**src/hw/rtl/qkvud_pkg.sv**
```systemverilog
`default_nettype none
// ----------------------------------------------------------------------------
// qkvud_pkg
// shared types and constants of the query key value url decode core
// ----------------------------------------------------------------------------
package qkvud_pkg;

	localparam int KEY_MAX   = 16;
	localparam int KEY_W     = 8 * KEY_MAX;
	localparam int QDEPTH    = 4;
	localparam int QPTR_W    = $clog2(QDEPTH);
	localparam int QCNT_W    = $clog2(QDEPTH + 1);
	localparam int MAX_WORDS = 4;

	// register indexes on the configuration port
	localparam logic [1:0] REG_KEY_LOW  = 2'd0;
	localparam logic [1:0] REG_KEY_HIGH = 2'd1;
	localparam logic [1:0] REG_KEY_LEN  = 2'd2;
	localparam logic [1:0] REG_OUT_LIM  = 2'd3;

	localparam logic [7:0] CHR_PLUS  = 8'h2B;
	localparam logic [7:0] CHR_PCT   = 8'h25;
	localparam logic [7:0] CHR_AMP   = 8'h26;
	localparam logic [7:0] CHR_EQ    = 8'h3D;
	localparam logic [7:0] CHR_SPACE = 8'h20;

	typedef struct packed {
		logic [KEY_W-1:0] key;
		logic [4:0]       key_length;
		logic [7:0]       out_limit;
	} cfg_t;

	// one result word
	typedef struct packed {
		logic       byte_valid;
		logic [7:0] value_byte;
		logic [7:0] value_length;
		logic       last;
	} word_t;

	// all result words caused by one query byte
	typedef struct packed {
		logic [2:0]                 cnt;
		word_t [MAX_WORDS-1:0]      w;
	} bundle_t;

	typedef struct packed {
		logic              full;
		logic              valid;
		logic [QCNT_W-1:0] count;
	} qstat_t;

endpackage
`default_nettype wire

```
**src/hw/rtl/query_key_value_url_decode_core.sv**
```systemverilog
`default_nettype none
// ----------------------------------------------------------------------------
// query_key_value_url_decode_core
// finds one query parameter by key and streams out its url-decoded value
// ----------------------------------------------------------------------------
// channel   direction  handshake              payload
// config    in/out     psel penable pwrite    paddr pwdata prdata (64 bit)
// query     in         push / full            query_byte is_end
// result    out        empty / pop            byte_valid value_byte
//                                             value_length last
//
// one query byte is taken per cycle while full is low; the scanner decides all result words of
// that byte in the cycle it is accepted (zero to four words)
// result words leave at one per cycle while pop is high, so the output port sets the rate when
// bytes make more than one word each
// a four-bundle queue parts scanner and serialiser: full rises only when four
// bundles wait behind the one being handed out
// first word passes a queue slot and then the serialiser's bundle register
// reset clears scanner state, queue pointers and registers to reset values
// ----------------------------------------------------------------------------
module query_key_value_url_decode_core (
	input  wire logic        clk,
	input  wire logic        arst_n,
	// configuration port
	input  wire logic        psel,
	input  wire logic        penable,
	input  wire logic        pwrite,
	input  wire logic [4:0]  paddr,
	input  wire logic [63:0] pwdata,
	output logic      [63:0] prdata,
	output logic             pready,
	// query bytes
	input  wire logic        push,
	output logic             full,
	input  wire logic [7:0]  query_byte,
	input  wire logic        is_end,
	// result words
	output logic             empty,
	input  wire logic        pop,
	output logic             byte_valid,
	output logic      [7:0]  value_byte,
	output logic      [7:0]  value_length,
	output logic             last
);
	import qkvud_pkg::*;

	// configuration registers
	logic [63:0] key_low_q;
	logic [63:0] key_high_q;
	logic [4:0]  key_len_q;
	logic [7:0]  out_lim_q;

	logic        cfg_wr;
	logic [1:0]  reg_idx;
	cfg_t        cfg;

	bundle_t     fr_bundle;
	logic        fr_valid;
	bundle_t     q_data;
	qstat_t      q_stat;
	logic        q_rd;
	logic        accept;
	word_t       word;

	assign pready  = 1'b1;
	assign cfg_wr  = psel && penable && pwrite && pready;
	// registers sit on 8-byte steps
	assign reg_idx = paddr[4:3];

	always_ff @(posedge clk or negedge arst_n) begin
		if (!arst_n) begin
			key_low_q  <= 64'd0;
			key_high_q <= 64'd0;
			key_len_q  <= 5'd0;
			out_lim_q  <= 8'd255;
		end else if (cfg_wr) begin
			unique case (reg_idx)
				REG_KEY_LOW:  key_low_q  <= pwdata;
				REG_KEY_HIGH: key_high_q <= pwdata;
				REG_KEY_LEN:  key_len_q  <= pwdata[4:0];
				REG_OUT_LIM:  out_lim_q  <= pwdata[7:0];
				default:      key_low_q  <= key_low_q;
			endcase
		end
	end

	always_comb begin
		unique case (reg_idx)
			REG_KEY_LOW:  prdata = key_low_q;
			REG_KEY_HIGH: prdata = key_high_q;
			REG_KEY_LEN:  prdata = {59'd0, key_len_q};
			REG_OUT_LIM:  prdata = {56'd0, out_lim_q};
			default:      prdata = 64'd0;
		endcase
	end

	assign cfg.key        = {key_high_q, key_low_q};
	assign cfg.key_length = key_len_q;
	assign cfg.out_limit  = out_lim_q;

	// a byte is taken whenever the queue has room for its bundle
	assign full   = q_stat.full;
	assign accept = push && !full;

	qkvud_front u_front (
		.clk          (clk),
		.arst_n       (arst_n),
		.cfg          (cfg),
		.accept       (accept),
		.query_byte   (query_byte),
		.is_end       (is_end),
		.bundle       (fr_bundle),
		.bundle_valid (fr_valid)
	);

	// bytes that make no word leave nothing in the queue
	qkvud_queue u_queue (
		.clk     (clk),
		.arst_n  (arst_n),
		.wr_en   (fr_valid),
		.wr_data (fr_bundle),
		.rd_en   (q_rd),
		.rd_data (q_data),
		.stat    (q_stat)
	);

	qkvud_back u_back (
		.clk     (clk),
		.arst_n  (arst_n),
		.q_data  (q_data),
		.q_valid (q_stat.valid),
		.q_rd    (q_rd),
		.pop     (pop),
		.empty   (empty),
		.word    (word)
	);

	assign byte_valid   = word.byte_valid;
	assign value_byte   = word.value_byte;
	assign value_length = word.value_length;
	assign last         = word.last;

	// final word carries only the length
	a_final_word: assert property (@(posedge clk) disable iff (!arst_n)
		(!empty && last) |-> (!byte_valid && value_byte == 8'd0))
		else $error("final word carries a data byte");

	// data words carry no length and no end mark
	a_data_word: assert property (@(posedge clk) disable iff (!arst_n)
		(!empty && byte_valid) |-> (!last && value_length == 8'd0))
		else $error("data word carries length or end mark");

	// a bundle is only written into a queue with room
	a_no_overflow: assert property (@(posedge clk) disable iff (!arst_n)
		fr_valid |-> !q_stat.full)
		else $error("bundle written into a full queue");

	// pushed bundles hold one to four words
	a_bundle_size: assert property (@(posedge clk) disable iff (!arst_n)
		fr_valid |-> (fr_bundle.cnt != 3'd0 && fr_bundle.cnt <= 3'd4))
		else $error("bundle word count out of range");

endmodule
`default_nettype wire

```
**src/hw/rtl/qkvud_front.sv**
```systemverilog
`default_nettype none
// ----------------------------------------------------------------------------
// qkvud_front
// scanner: key matching, escape tracking and result bundle building
// ----------------------------------------------------------------------------
module qkvud_front (
	input  wire logic               clk,
	input  wire logic               arst_n,
	input  wire qkvud_pkg::cfg_t    cfg,
	input  wire logic               accept,
	input  wire logic [7:0]         query_byte,
	input  wire logic               is_end,
	output qkvud_pkg::bundle_t      bundle,
	output logic                    bundle_valid
);
	import qkvud_pkg::*;

	localparam logic [1:0] PH_MATCH = 2'd0;
	localparam logic [1:0] PH_SKIP  = 2'd1;
	localparam logic [1:0] PH_VALUE = 2'd2;
	localparam logic [1:0] PH_DONE  = 2'd3;

	localparam logic [1:0] ESC_NONE = 2'd0;
	localparam logic [1:0] ESC_PCT  = 2'd1;
	localparam logic [1:0] ESC_HEX  = 2'd2;

	typedef struct packed {
		logic [1:0]            phase;
		logic [1:0]            esc;
		logic [7:0]            cnt;
		logic [2:0]            n;
		word_t [MAX_WORDS-1:0] w;
	} work_t;

	logic [1:0] phase_q;
	logic [4:0] key_pos_q;
	logic [1:0] esc_q;
	logic [7:0] held_q;
	logic [7:0] cnt_q;

	work_t      wk;
	logic [4:0] pos_n;
	logic [7:0] held_n;
	logic       end_b;
	logic [4:0] klen;
	logic [7:0] key_b;
	logic [4:0] hex_b;
	logic [4:0] hex_h;

	function automatic logic [4:0] hex_val(input logic [7:0] c);
		logic [4:0] v;
		v = 5'd16;
		if (c >= 8'h30 && c <= 8'h39) v = 5'(c - 8'h30);
		else if (c >= 8'h61 && c <= 8'h66) v = 5'(c - 8'h57);
		else if (c >= 8'h41 && c <= 8'h46) v = 5'(c - 8'h37);
		return v;
	endfunction

	function automatic work_t emit_final(input work_t w);
		work_t r;
		r = w;
		if (!r.n[2]) begin
			r.w[r.n[1:0]] = '{byte_valid: 1'b0, value_byte: 8'd0,
				value_length: r.cnt, last: 1'b1};
			r.n = r.n + 3'd1;
		end
		r.phase = PH_DONE;
		r.esc   = ESC_NONE;
		return r;
	endfunction

	function automatic work_t emit_data(input work_t w, input logic [7:0] b,
		input logic [7:0] limit);
		work_t r;
		r = w;
		if (r.phase == PH_VALUE) begin
			if (!r.n[2]) begin
				r.w[r.n[1:0]] = '{byte_valid: 1'b1, value_byte: b,
					value_length: 8'd0, last: 1'b0};
				r.n = r.n + 3'd1;
			end
			r.cnt = r.cnt + 8'd1;
			if (r.cnt >= limit) r = emit_final(r);
		end
		return r;
	endfunction

	function automatic work_t plain_byte(input work_t w, input logic [7:0] b,
		input logic [7:0] limit);
		work_t r;
		r = w;
		if (r.phase == PH_VALUE) begin
			if (b == CHR_AMP) r = emit_final(r);
			else if (b == CHR_PLUS) r = emit_data(r, CHR_SPACE, limit);
			else if (b == CHR_PCT) r.esc = ESC_PCT;
			else r = emit_data(r, b, limit);
		end
		return r;
	endfunction

	assign klen  = (cfg.key_length > 5'(KEY_MAX)) ? 5'(KEY_MAX) : cfg.key_length;
	assign key_b = cfg.key[{key_pos_q[3:0], 3'd0} +: 8];
	assign end_b = is_end || (query_byte == 8'd0);
	assign hex_b = hex_val(query_byte);
	assign hex_h = hex_val(held_q);

	always_comb begin
		wk       = '0;
		wk.phase = phase_q;
		wk.esc   = esc_q;
		wk.cnt   = cnt_q;
		pos_n    = key_pos_q;
		held_n   = held_q;
		if (end_b) begin
			if (phase_q == PH_VALUE) begin
				wk.esc = ESC_NONE;
				if (esc_q != ESC_NONE) wk = emit_data(wk, CHR_PCT, cfg.out_limit);
				if (esc_q == ESC_HEX) wk = plain_byte(wk, held_q, cfg.out_limit);
			end
			if (wk.phase != PH_DONE) wk = emit_final(wk);
			wk.phase = PH_MATCH;
			wk.esc   = ESC_NONE;
			wk.cnt   = 8'd0;
			pos_n    = 5'd0;
			held_n   = 8'd0;
		end else begin
			unique case (phase_q)
				PH_MATCH: begin
					if (query_byte == CHR_AMP) begin
						pos_n = 5'd0;
					end else if (key_pos_q < klen) begin
						if (query_byte == key_b) pos_n = key_pos_q + 5'd1;
						else wk.phase = PH_SKIP;
					end else if (query_byte == CHR_EQ) begin
						wk.phase = PH_VALUE;
						wk.cnt   = 8'd0;
						wk.esc   = ESC_NONE;
						if (cfg.out_limit == 8'd0) wk = emit_final(wk);
					end else begin
						wk.phase = PH_SKIP;
					end
				end
				PH_SKIP: begin
					if (query_byte == CHR_AMP) begin
						wk.phase = PH_MATCH;
						pos_n    = 5'd0;
					end
				end
				PH_VALUE: begin
					if (esc_q == ESC_NONE) begin
						wk = plain_byte(wk, query_byte, cfg.out_limit);
					end else if (esc_q == ESC_PCT) begin
						if (!hex_b[4]) begin
							held_n = query_byte;
							wk.esc = ESC_HEX;
						end else begin
							wk.esc = ESC_NONE;
							wk = emit_data(wk, CHR_PCT, cfg.out_limit);
							wk = plain_byte(wk, query_byte, cfg.out_limit);
						end
					end else begin
						wk.esc = ESC_NONE;
						if (!hex_b[4]) begin
							wk = emit_data(wk, {hex_h[3:0], hex_b[3:0]}, cfg.out_limit);
						end else begin
							wk = emit_data(wk, CHR_PCT, cfg.out_limit);
							wk = plain_byte(wk, held_q, cfg.out_limit);
							wk = plain_byte(wk, query_byte, cfg.out_limit);
						end
					end
				end
				PH_DONE: begin
				end
				default: begin
				end
			endcase
		end
	end

	always_ff @(posedge clk or negedge arst_n) begin
		if (!arst_n) begin
			phase_q   <= PH_MATCH;
			key_pos_q <= 5'd0;
			esc_q     <= ESC_NONE;
			held_q    <= 8'd0;
			cnt_q     <= 8'd0;
		end else if (accept) begin
			phase_q   <= wk.phase;
			key_pos_q <= pos_n;
			esc_q     <= wk.esc;
			held_q    <= held_n;
			cnt_q     <= wk.cnt;
		end
	end

	assign bundle.cnt   = wk.n;
	assign bundle.w     = wk.w;
	assign bundle_valid = accept && (wk.n != 3'd0);

endmodule
`default_nettype wire

```
**src/hw/rtl/qkvud_queue.sv**
```systemverilog
`default_nettype none
// ----------------------------------------------------------------------------
// qkvud_queue
// short bundle queue between scanner and output serialiser
// ----------------------------------------------------------------------------
module qkvud_queue (
	input  wire logic               clk,
	input  wire logic               arst_n,
	input  wire logic               wr_en,
	input  wire qkvud_pkg::bundle_t wr_data,
	input  wire logic               rd_en,
	output qkvud_pkg::bundle_t      rd_data,
	output qkvud_pkg::qstat_t       stat
);
	import qkvud_pkg::*;

	bundle_t           slot_q [QDEPTH];
	logic [QPTR_W-1:0] wr_ptr_q;
	logic [QPTR_W-1:0] rd_ptr_q;
	logic [QCNT_W-1:0] count_q;

	always_ff @(posedge clk) begin
		if (wr_en) slot_q[wr_ptr_q] <= wr_data;
	end

	always_ff @(posedge clk or negedge arst_n) begin
		if (!arst_n) begin
			wr_ptr_q <= '0;
			rd_ptr_q <= '0;
			count_q  <= '0;
		end else begin
			if (wr_en) wr_ptr_q <= wr_ptr_q + QPTR_W'(1);
			if (rd_en) rd_ptr_q <= rd_ptr_q + QPTR_W'(1);
			if (wr_en && !rd_en) count_q <= count_q + QCNT_W'(1);
			else if (rd_en && !wr_en) count_q <= count_q - QCNT_W'(1);
		end
	end

	assign rd_data    = slot_q[rd_ptr_q];
	assign stat.full  = (count_q == QCNT_W'(QDEPTH));
	assign stat.valid = (count_q != '0);
	assign stat.count = count_q;

endmodule
`default_nettype wire

```
**src/hw/rtl/qkvud_back.sv**
```systemverilog
`default_nettype none
// ----------------------------------------------------------------------------
// qkvud_back
// output serialiser: hands out the words of one bundle, one per pop
// ----------------------------------------------------------------------------
module qkvud_back (
	input  wire logic               clk,
	input  wire logic               arst_n,
	input  wire qkvud_pkg::bundle_t q_data,
	input  wire logic               q_valid,
	output logic                    q_rd,
	input  wire logic               pop,
	output logic                    empty,
	output qkvud_pkg::word_t        word
);
	import qkvud_pkg::*;

	bundle_t    cur_q;
	logic [1:0] idx_q;
	logic       cur_valid_q;
	logic       last_of;
	logic       take;

	assign last_of = ({1'b0, idx_q} + 3'd1) == cur_q.cnt;
	assign take    = pop && cur_valid_q;
	assign q_rd    = q_valid && (!cur_valid_q || (take && last_of));

	always_ff @(posedge clk) begin
		if (q_rd) cur_q <= q_data;
	end

	always_ff @(posedge clk or negedge arst_n) begin
		if (!arst_n) begin
			cur_valid_q <= 1'b0;
			idx_q       <= 2'd0;
		end else if (q_rd) begin
			cur_valid_q <= 1'b1;
			idx_q       <= 2'd0;
		end else if (take) begin
			if (last_of) cur_valid_q <= 1'b0;
			else idx_q <= idx_q + 2'd1;
		end
	end

	assign empty = !cur_valid_q;
	assign word  = cur_q.w[idx_q];

endmodule
`default_nettype wire
```
**config.mk**
```make
export PLATFORM = sky130hd
export DESIGN_NAME = query_key_value_url_decode_core
export DESIGN_NICKNAME = d
export VERILOG_FILES = /design/src/hw/rtl/qkvud_pkg.sv /design/src/hw/rtl/query_key_value_url_decode_core.sv /design/src/hw/rtl/qkvud_front.sv /design/src/hw/rtl/qkvud_queue.sv /design/src/hw/rtl/qkvud_back.sv
export SDC_FILE = /design/constraint.sdc
export NUM_CORES = 1
export LEC_CHECK = 0
export BUFFER_PORTS_ARGS = -buffer_cell sky130_fd_sc_hd__buf_2
export CAP_MARGIN = 30
export CELL_PAD_IN_SITES_DETAIL_PLACEMENT = 0
export CELL_PAD_IN_SITES_GLOBAL_PLACEMENT = 1
export CORE_MARGIN = 3
export CORE_UTILIZATION = 50
export CTS_CLUSTER_DIAMETER = 200
export DETAILED_ROUTE_END_ITERATION = 7
export GPL_ROUTABILITY_DRIVEN = 0
export PLACE_DENSITY_LB_ADDON = 0.08
export SETUP_SLACK_MARGIN = 0.3
export SYNTH_ARGS = -nofsm -noshare
export SYNTH_HDL_FRONTEND = slang
export SYNTH_HIERARCHICAL = 1
export SYNTH_SLANG_ARGS = --single-unit
```
**constraint.sdc**
```tcl
create_clock -name clk -period 14.4 [get_ports clk]
set_clock_uncertainty 0.15 [all_clocks]
set_input_delay 2.88 -clock clk [delete_from_list [all_inputs] [get_ports clk]]
set_output_delay 2.88 -clock clk [all_outputs]
set_load 0.02 [all_outputs]
```
==> out/results.ini, run 1 <==
[clock_network]
clk_pin_slew_ns=0.06
post_cts_resized=0
htree_num_levels=2
cts_buffers=57
insertion_delay_ns=0.64
cts_buffer_depth=3
cts_sinks=551
cts_hold_repair.buffers=0
cts_tree=done
cts_setup_buffers=0
cts_root_buffer=clkbuf_16

[global_route]
use_met3=0.0679
grt_pass1_vias=22100
overflow=0
use_met1=0.410
grt_pass1_wl_um=145000
grt_use_met2=0.460
antenna_found_initial=5
grt-busiest-layer=met2
grt_max_degree=75
grt_util_all_layers=0.300

[layout]
fillCellCount=5059
final_cell_mix=edfxtp_1, nor2_1, buf_2, dfrtp_1, nand2_1
nets=2682
final_common_cell=edfxtp_1
utilization=0.555
drive_gt1_frac=0.246
final_area_um2=33800
area_growth_pct=8.98

[flow_run]
drv_cap=0

[die]
die_area_um2=65000
core_region_area_um2=60800
row_count=90
die_h_um=255
io_pins=170
initial_utilization=0.509
fp.dieW_um=255

[outcome]
status=complete, no violations

[critical_path]
reg2reg_setup_slack_ns=3.77
critPathSlowestCell=xor2_1
path_max_fanout=46
cp.arrival_ns=10.75
critical_path_required_ns=14.52
cp-end-kind=register
slowest_delay_ns=0.70
startpoint_type=register
criticalPathCategory=register to register

[place]
pre_cts_ws_ns=4.12
io_buffers=165
postPlaceCellArea_um2=31800
hpwl_um=68500

[timing]
worst_pin_slew_ns=1.15
maxSlewViolCount=0
period_needed_ns=10.63
period_share=0.738
fmax_ghz=0.0940
setup_viol_count_final=0
setup_tns_ns=0
holdWs_ns=0.329
fin_ws_ns=3.77
hold_viol=0
relSlewSlack=0.226
rsz0062_at_grt=no

[logic_synthesis]
synthArstFlopShare=0.319
syn_area_um2=31000
syn_area_per_cell_um2=12.5
synthDistinctLibCells=103
synth_enable_flop_cells=375
syn_nets=2628
synth-seq-area-share=0.506
ys_ff_latch=551
synth_ff_type=edfxtp_1
yosys_warnings=6
synthCells=2471

[detailed_routing]
via_count=22400
route.detailed.drc=0
wl_um=98100
via_per_inst=6.67
drt_iter0_markers=2475
wire_per_inst_um=29.2
firstDrtPassIters=8
ant_nets=0

[pwr]
leakagePower_nw=12.8
p_per_area_nw_per_um2=147
ir_drop_uv=110

[hold_path]
worstHoldPathType=register to register

## synth_stat cells (all sizes together), types with 24 or more instances
master | number | area [µm²]
o22ai | 34 | 213
nand2 | 152 | 571
mux2i | 83 | 831
clkbuf | 73 | 275
o31ai | 29 | 218
inv | 56 | 210
a211oi | 32 | 260
ha | 71 | 888
nand3 | 63 | 315
nor3 | 63 | 348
edfxtp | 375 | 11300
o21ai | 100 | 504
dfrtp | 168 | 4200
xnor2 | 49 | 437
nor4 | 24 | 163
nor2 | 178 | 668
a31oi | 28 | 181
a21oi | 98 | 494
mux4 | 125 | 2850
mux2 | 152 | 1940
and3 | 26 | 163
buf | 162 | 1200
## power breakdown
| part | total [W] | internal (W) | switching, W |
|---|---|---|---|
| logic | 0.00134 | 0.000602 | 0.000734 |
| clock network | 0.00145 | 0.000822 | 0.000631 |
| registers | 0.00217 | 0.00201 | 0.000169 |
## layer usage
metal | vias up | part of all wire
met5 | - | 0
met4 | 0 | 0.052
met3 | 347 | 0.091
met2 | 1229 | 0.45
met1 | 11300 | 0.41
li1 | 9601 | -
## metrics by stage
step | total power (W) | std cells
2_1_floorplan | 0.00316 | 2471
3_3_place_gp | 0.00351 | 3239
3_5_place_dp | 0.00354 | 3245
4_1_cts | 0.00500 | 3353
5_1_grt | 0.00520 | 3360
6_report | 0.00496 | 3363
## registers in the layout, summed over array words and instances, names as in the netlist
name / cells
u_back/cur_valid_q: 1
u_front/held_q: 8
u_queue/rd_ptr_q: 2
key_len_q: 5
u_front/phase_q: 2
u_back/idx_q: 2
u_front/cnt_q: 8
key_low_q: 64
u_queue/count_q: 3
u_queue/wr_ptr_q: 2
u_front/key_pos_q: 5
u_front/esc_q: 2
out_lim_q: 8
u_back/cur_q: 75
u_queue/slot_q: 300
key_high_q: 64
## cells by family (layout without fill, tap and decap cells)
family,count (synthesis),count (layout),share of synthesized area
compound gates,495,495,0.110
xor+xnor,63,63,0.0181
fa+ha+maj,72,72,0.0293
buf+inv,297,400,0.0551
flops,551,551,0.506
mux,360,360,0.181
other cells,1,8,0.000121
simple gates,632,632,0.100
## critical path: cells and delay by family, from the launching register on
family | cells | cell delay [ns]
multiplexers | 1 | 0.16
AND/OR/NAND/NOR | 9 | 2.66
XOR/XNOR | 2 | 1.19
adder cells (fa/ha/maj) | 4 | 1.87
flip-flops | 1 | 0.32
buffers and inverters | 5 | 1.93
AO/OA/AOI/OAI | 8 | 1.95
## final timing paths
check | from | endpoint | cells after the start
max | u_front/cnt_q[0] | u_queue/slot_q[2][42] | 29
min | u_queue/count_q[2] | u_queue/count_q[2] | 1
max reg2reg | u_front/cnt_q[0] | u_queue/slot_q[2][42] | 29
min reg2reg | u_queue/count_q[2] | u_queue/count_q[2] | 1
max in group asynchronous | arst_n | out_lim_q[0] | 3
min in group asynchronous | arst_n | u_back/idx_q[1] | 1
## layout make-up
class                      instances  area, µm²  area share
multi-input combinational       1623      13600       0.403
antenna                            7       17.5    0.000519
tap                              782        978      0.0290
clock inverter                    32        339      0.0100
inverter                          62        233     0.00689
timing repair buffer             230       1380      0.0407
sequential                       551      15700       0.465
clock buffer                      76       1520      0.0450
(Power assumes the default switching activity.)
==> run 2, diff against run 1 <==
--- a/config.mk
+++ b/config.mk
@@ -5,12 +5,13 @@
 export SDC_FILE = /design/constraint.sdc
 export NUM_CORES = 1
 export LEC_CHECK = 0
+export ABC_AREA = 1
 export BUFFER_PORTS_ARGS = -buffer_cell sky130_fd_sc_hd__buf_2
 export CAP_MARGIN = 30
 export CELL_PAD_IN_SITES_DETAIL_PLACEMENT = 0
 export CELL_PAD_IN_SITES_GLOBAL_PLACEMENT = 1
 export CORE_MARGIN = 3
-export CORE_UTILIZATION = 50
+export CORE_UTILIZATION = 43
 export CTS_CLUSTER_DIAMETER = 200
 export DETAILED_ROUTE_END_ITERATION = 7
 export GPL_ROUTABILITY_DRIVEN = 0
==> constraint.sdc (replaced) <==
create_clock -name clk -period 8.7 [get_ports clk]
set_clock_uncertainty 0.15 [all_clocks]
set_input_delay 1.74 -clock clk [delete_from_list [all_inputs] [get_ports clk]]
set_output_delay 1.74 -clock clk [all_outputs]
set_load 0.02 [all_outputs]
==> run 2 against run 1 <==
Clock-buffer cell count is 12 higher; first-iteration DRC count is 16% higher; non-clock buffer count is 19 lower; global-route usage is 2.4 points lower; total power is 90% higher; combinational power grew to 2.6 times the previous value; area after synthesis is 5.0% higher.
==> out/results.ini, run 2 <==
[layout]
final_cell_mix=nand2_1, edfxtp_1, inv_1, nor2_1, o21ai_0
largest-register=u_queue/slot_q
multiInputGateArea_um2=13600
final_area_um2=35200
nets=4050
seq_area_um2=15700
drive_gt1_frac=0.134
fillCellCount=7401
area_growth_pct=8.14
top_regs=u_queue/slot_q (300), u_back/cur_q (75)
final_common_cell=nand2_1
largest_reg_flops=300

[detailed_routing]
route.detailed.drc=0
wire_per_inst_um=22.4
via_count=26900
firstDrtPassIters=8
ant_nets=0
wl_um=110000
via_per_inst=5.47
drt_iter0_markers=2873

[clock_network]
post_cts_resized=0
cts_hold_repair.buffers=0
cts_tree=done
cts_setup_buffers=0
cts_root_buffer=clkbuf_16
htree_num_levels=2
cts_buffer_depth=3
insertion_delay_ns=0.64
cts_sinks=551
cts_buffers=59
clk_pin_slew_ns=0.06

[hold_path]
min-delay-start=u_queue/count_q[2]
worstHoldPathType=register to register

[timing]
period_share=0.898
rsz0062_at_grt=no
setup_tns_ns=0
relSlewSlack=0.348
worst_pin_slew_ns=0.973
setup_viol_count_final=0
fmax_ghz=0.128
hold_viol=0
period_needed_ns=7.81
maxSlewViolCount=0

[logic_synthesis]
syn_nets=4036
synth_area_leaders=edfxtp_1, nand2_1, dfrtp_1, inv_1, o21ai_0
synthArstFlopShare=0.319
syn_area_um2=32500
yosysTopAreaCellShare=0.346
synthDistinctLibCells=77
synth_ff_type=edfxtp_1
synth.largest_area_cell=edfxtp_1
synthCells=3879
yosys-top-cells-count=nand2_1, edfxtp_1, inv_1, nor2_1, o21ai_0
ys_ff_latch=551
yosys_warnings=6
synth_most_common_cell=nand2_1
syn_area_per_cell_um2=8.39
synth_enable_flop_cells=375
synth-seq-area-share=0.482

[place]
postPlaceCellArea_um2=33300
io_buffers=165
hpwl_um=77200

[outcome]
status=complete, no violations

[pwr]
p_sw_frac=0.398
ir_drop_uv=186
leakagePower_nw=15.8
pwr-share-comb=0.364
intPower_w=0.00567
p_sw_w=0.00375
clkPwrFrac=0.252
p_per_area_nw_per_um2=268
pwr-share-seq=0.385

[critical_path]
reg2reg_from=u_front/cnt_q[0]
criticalPathCategory=register to register
startpoint=u_front/cnt_q[0]
cp.arrival_ns=8.02
path_buf_inv=7
cp-end-kind=register
path_common_cell=nand2_1
crit_family=simple AND/OR/NAND/NOR gates
path_max_fanout=16
startpoint_type=register
critical_path_required_ns=8.90
slowest_delay_ns=0.91
critPathSlowestCell=dfrtp_1

[die]
io_pins=170
core_region_area_um2=74700
fp.dieW_um=281
die_area_um2=79000
initial_utilization=0.436
row_count=100
die_h_um=281

[global_route]
grt_pass1_wl_um=164000
grt_util_all_layers=0.276
grt_max_degree=100
overflow=0
grt_pass1_vias=25200
antenna_found_initial=6

[flow_run]
drv_cap=0

run 2: cell types whose count changed in the layout (fill, tap and decap cells not counted), moves of 42 or more:
cell,change
inv_2,+46
nor2_1,+78
mux2_4,-60
mux4_2,-117
o21ai_1,+42
nand2_1,+1161
nand3_1,+69
inv_1,+275
o21ai_0,+131
mux2i_1,-83
mux2_2,-87
o211ai_1,+118
run 2: power groups by stage:
| stage | combinational, W | clock [W] | sequential, W |
|---|---|---|---|
| finish | 0.00343 | 0.00237 | 0.00362 |
| global route | 0.00378 | 0.00255 | 0.00367 |
| CTS | 0.00340 | 0.00244 | 0.00363 |
| detailed placement | 0.00339 | 0 | 0.00368 |
| global placement | 0.00338 | 0 | 0.00367 |
| floorplan | 0.00257 | 0 | 0.00354 |
run 2: worst min-delay path, stage by stage (launching register included):
cell	delay [ns]
dfrtp_1	0.35
nand2_1	0.06
nand2_1	0.04
run 2: kinds of logic (layout without fill, tap and decap cells):
kind of cell	Yosys count	count (layout)	share of synthesized area
flip-flops	551	551	0.482
other	1	5	0.000115
buffers and inverters	652	714	0.0996
AO/OA/AOI/OAI	703	703	0.141
XOR/XNOR	25	25	0.00696
adder cells (fa/ha/maj)	72	72	0.0279
AND/OR/NAND/NOR	1875	1875	0.243
run 2: layer usage:
metal	share of wire	global-route usage	vias to the layer above	routed length (µm)
met5	0.00040	0	-	44
met4	0.031	0.0798	6	3450
met3	0.068	0.0405	199	7500
met2	0.45	0.435	1015	49800
met1	0.45	0.395	12700	49500
li1	-	-	12900	-
run 2: final timing paths:
| check | depth (start not counted) | endpoint | slack, ns |
|---|---|---|---|
| max in group asynchronous | 2 | u_queue/rd_ptr_q[0] | 6.15 |
| setup / recovery | 38 | u_queue/slot_q[0][54] | 0.89 |
| hold reg to reg | 2 | u_queue/count_q[2] | 0.33 |
| setup reg to reg | 38 | u_queue/slot_q[0][54] | 0.89 |
| hold / removal | 2 | u_queue/count_q[2] | 0.33 |
| min in group asynchronous | 1 | key_high_q[16] | 0.90 |
run 2: through the flow:
step	std cells	hold slack (ns)	power [W]	utilization	setup WS (ns)
5_1_grt	4911	0.344	0.0100	0.471	0.399
3_3_place_gp	4798	0.315	0.00705	0.446	1.15
3_5_place_dp	4798	0.318	0.00707	0.446	1.12
6_report	4914	0.327	0.00942	0.471	0.886
2_1_floorplan	3879	0.292	0.00611	-	1.50
4_1_cts	4907	0.333	0.00946	0.470	1.04
run 2: area by class of cell:
| class | count | share of cell area |
|---|---|---|
| diodes | 4 | 0.000284 |
| clock buffers | 88 | 0.0470 |
| clock inverters | 21 | 0.00441 |
| inverters | 394 | 0.0429 |
| multi-input cells | 2676 | 0.388 |
| flip-flops and latches | 551 | 0.446 |
| well taps | 969 | 0.0345 |
| repair buffers | 211 | 0.0374 |
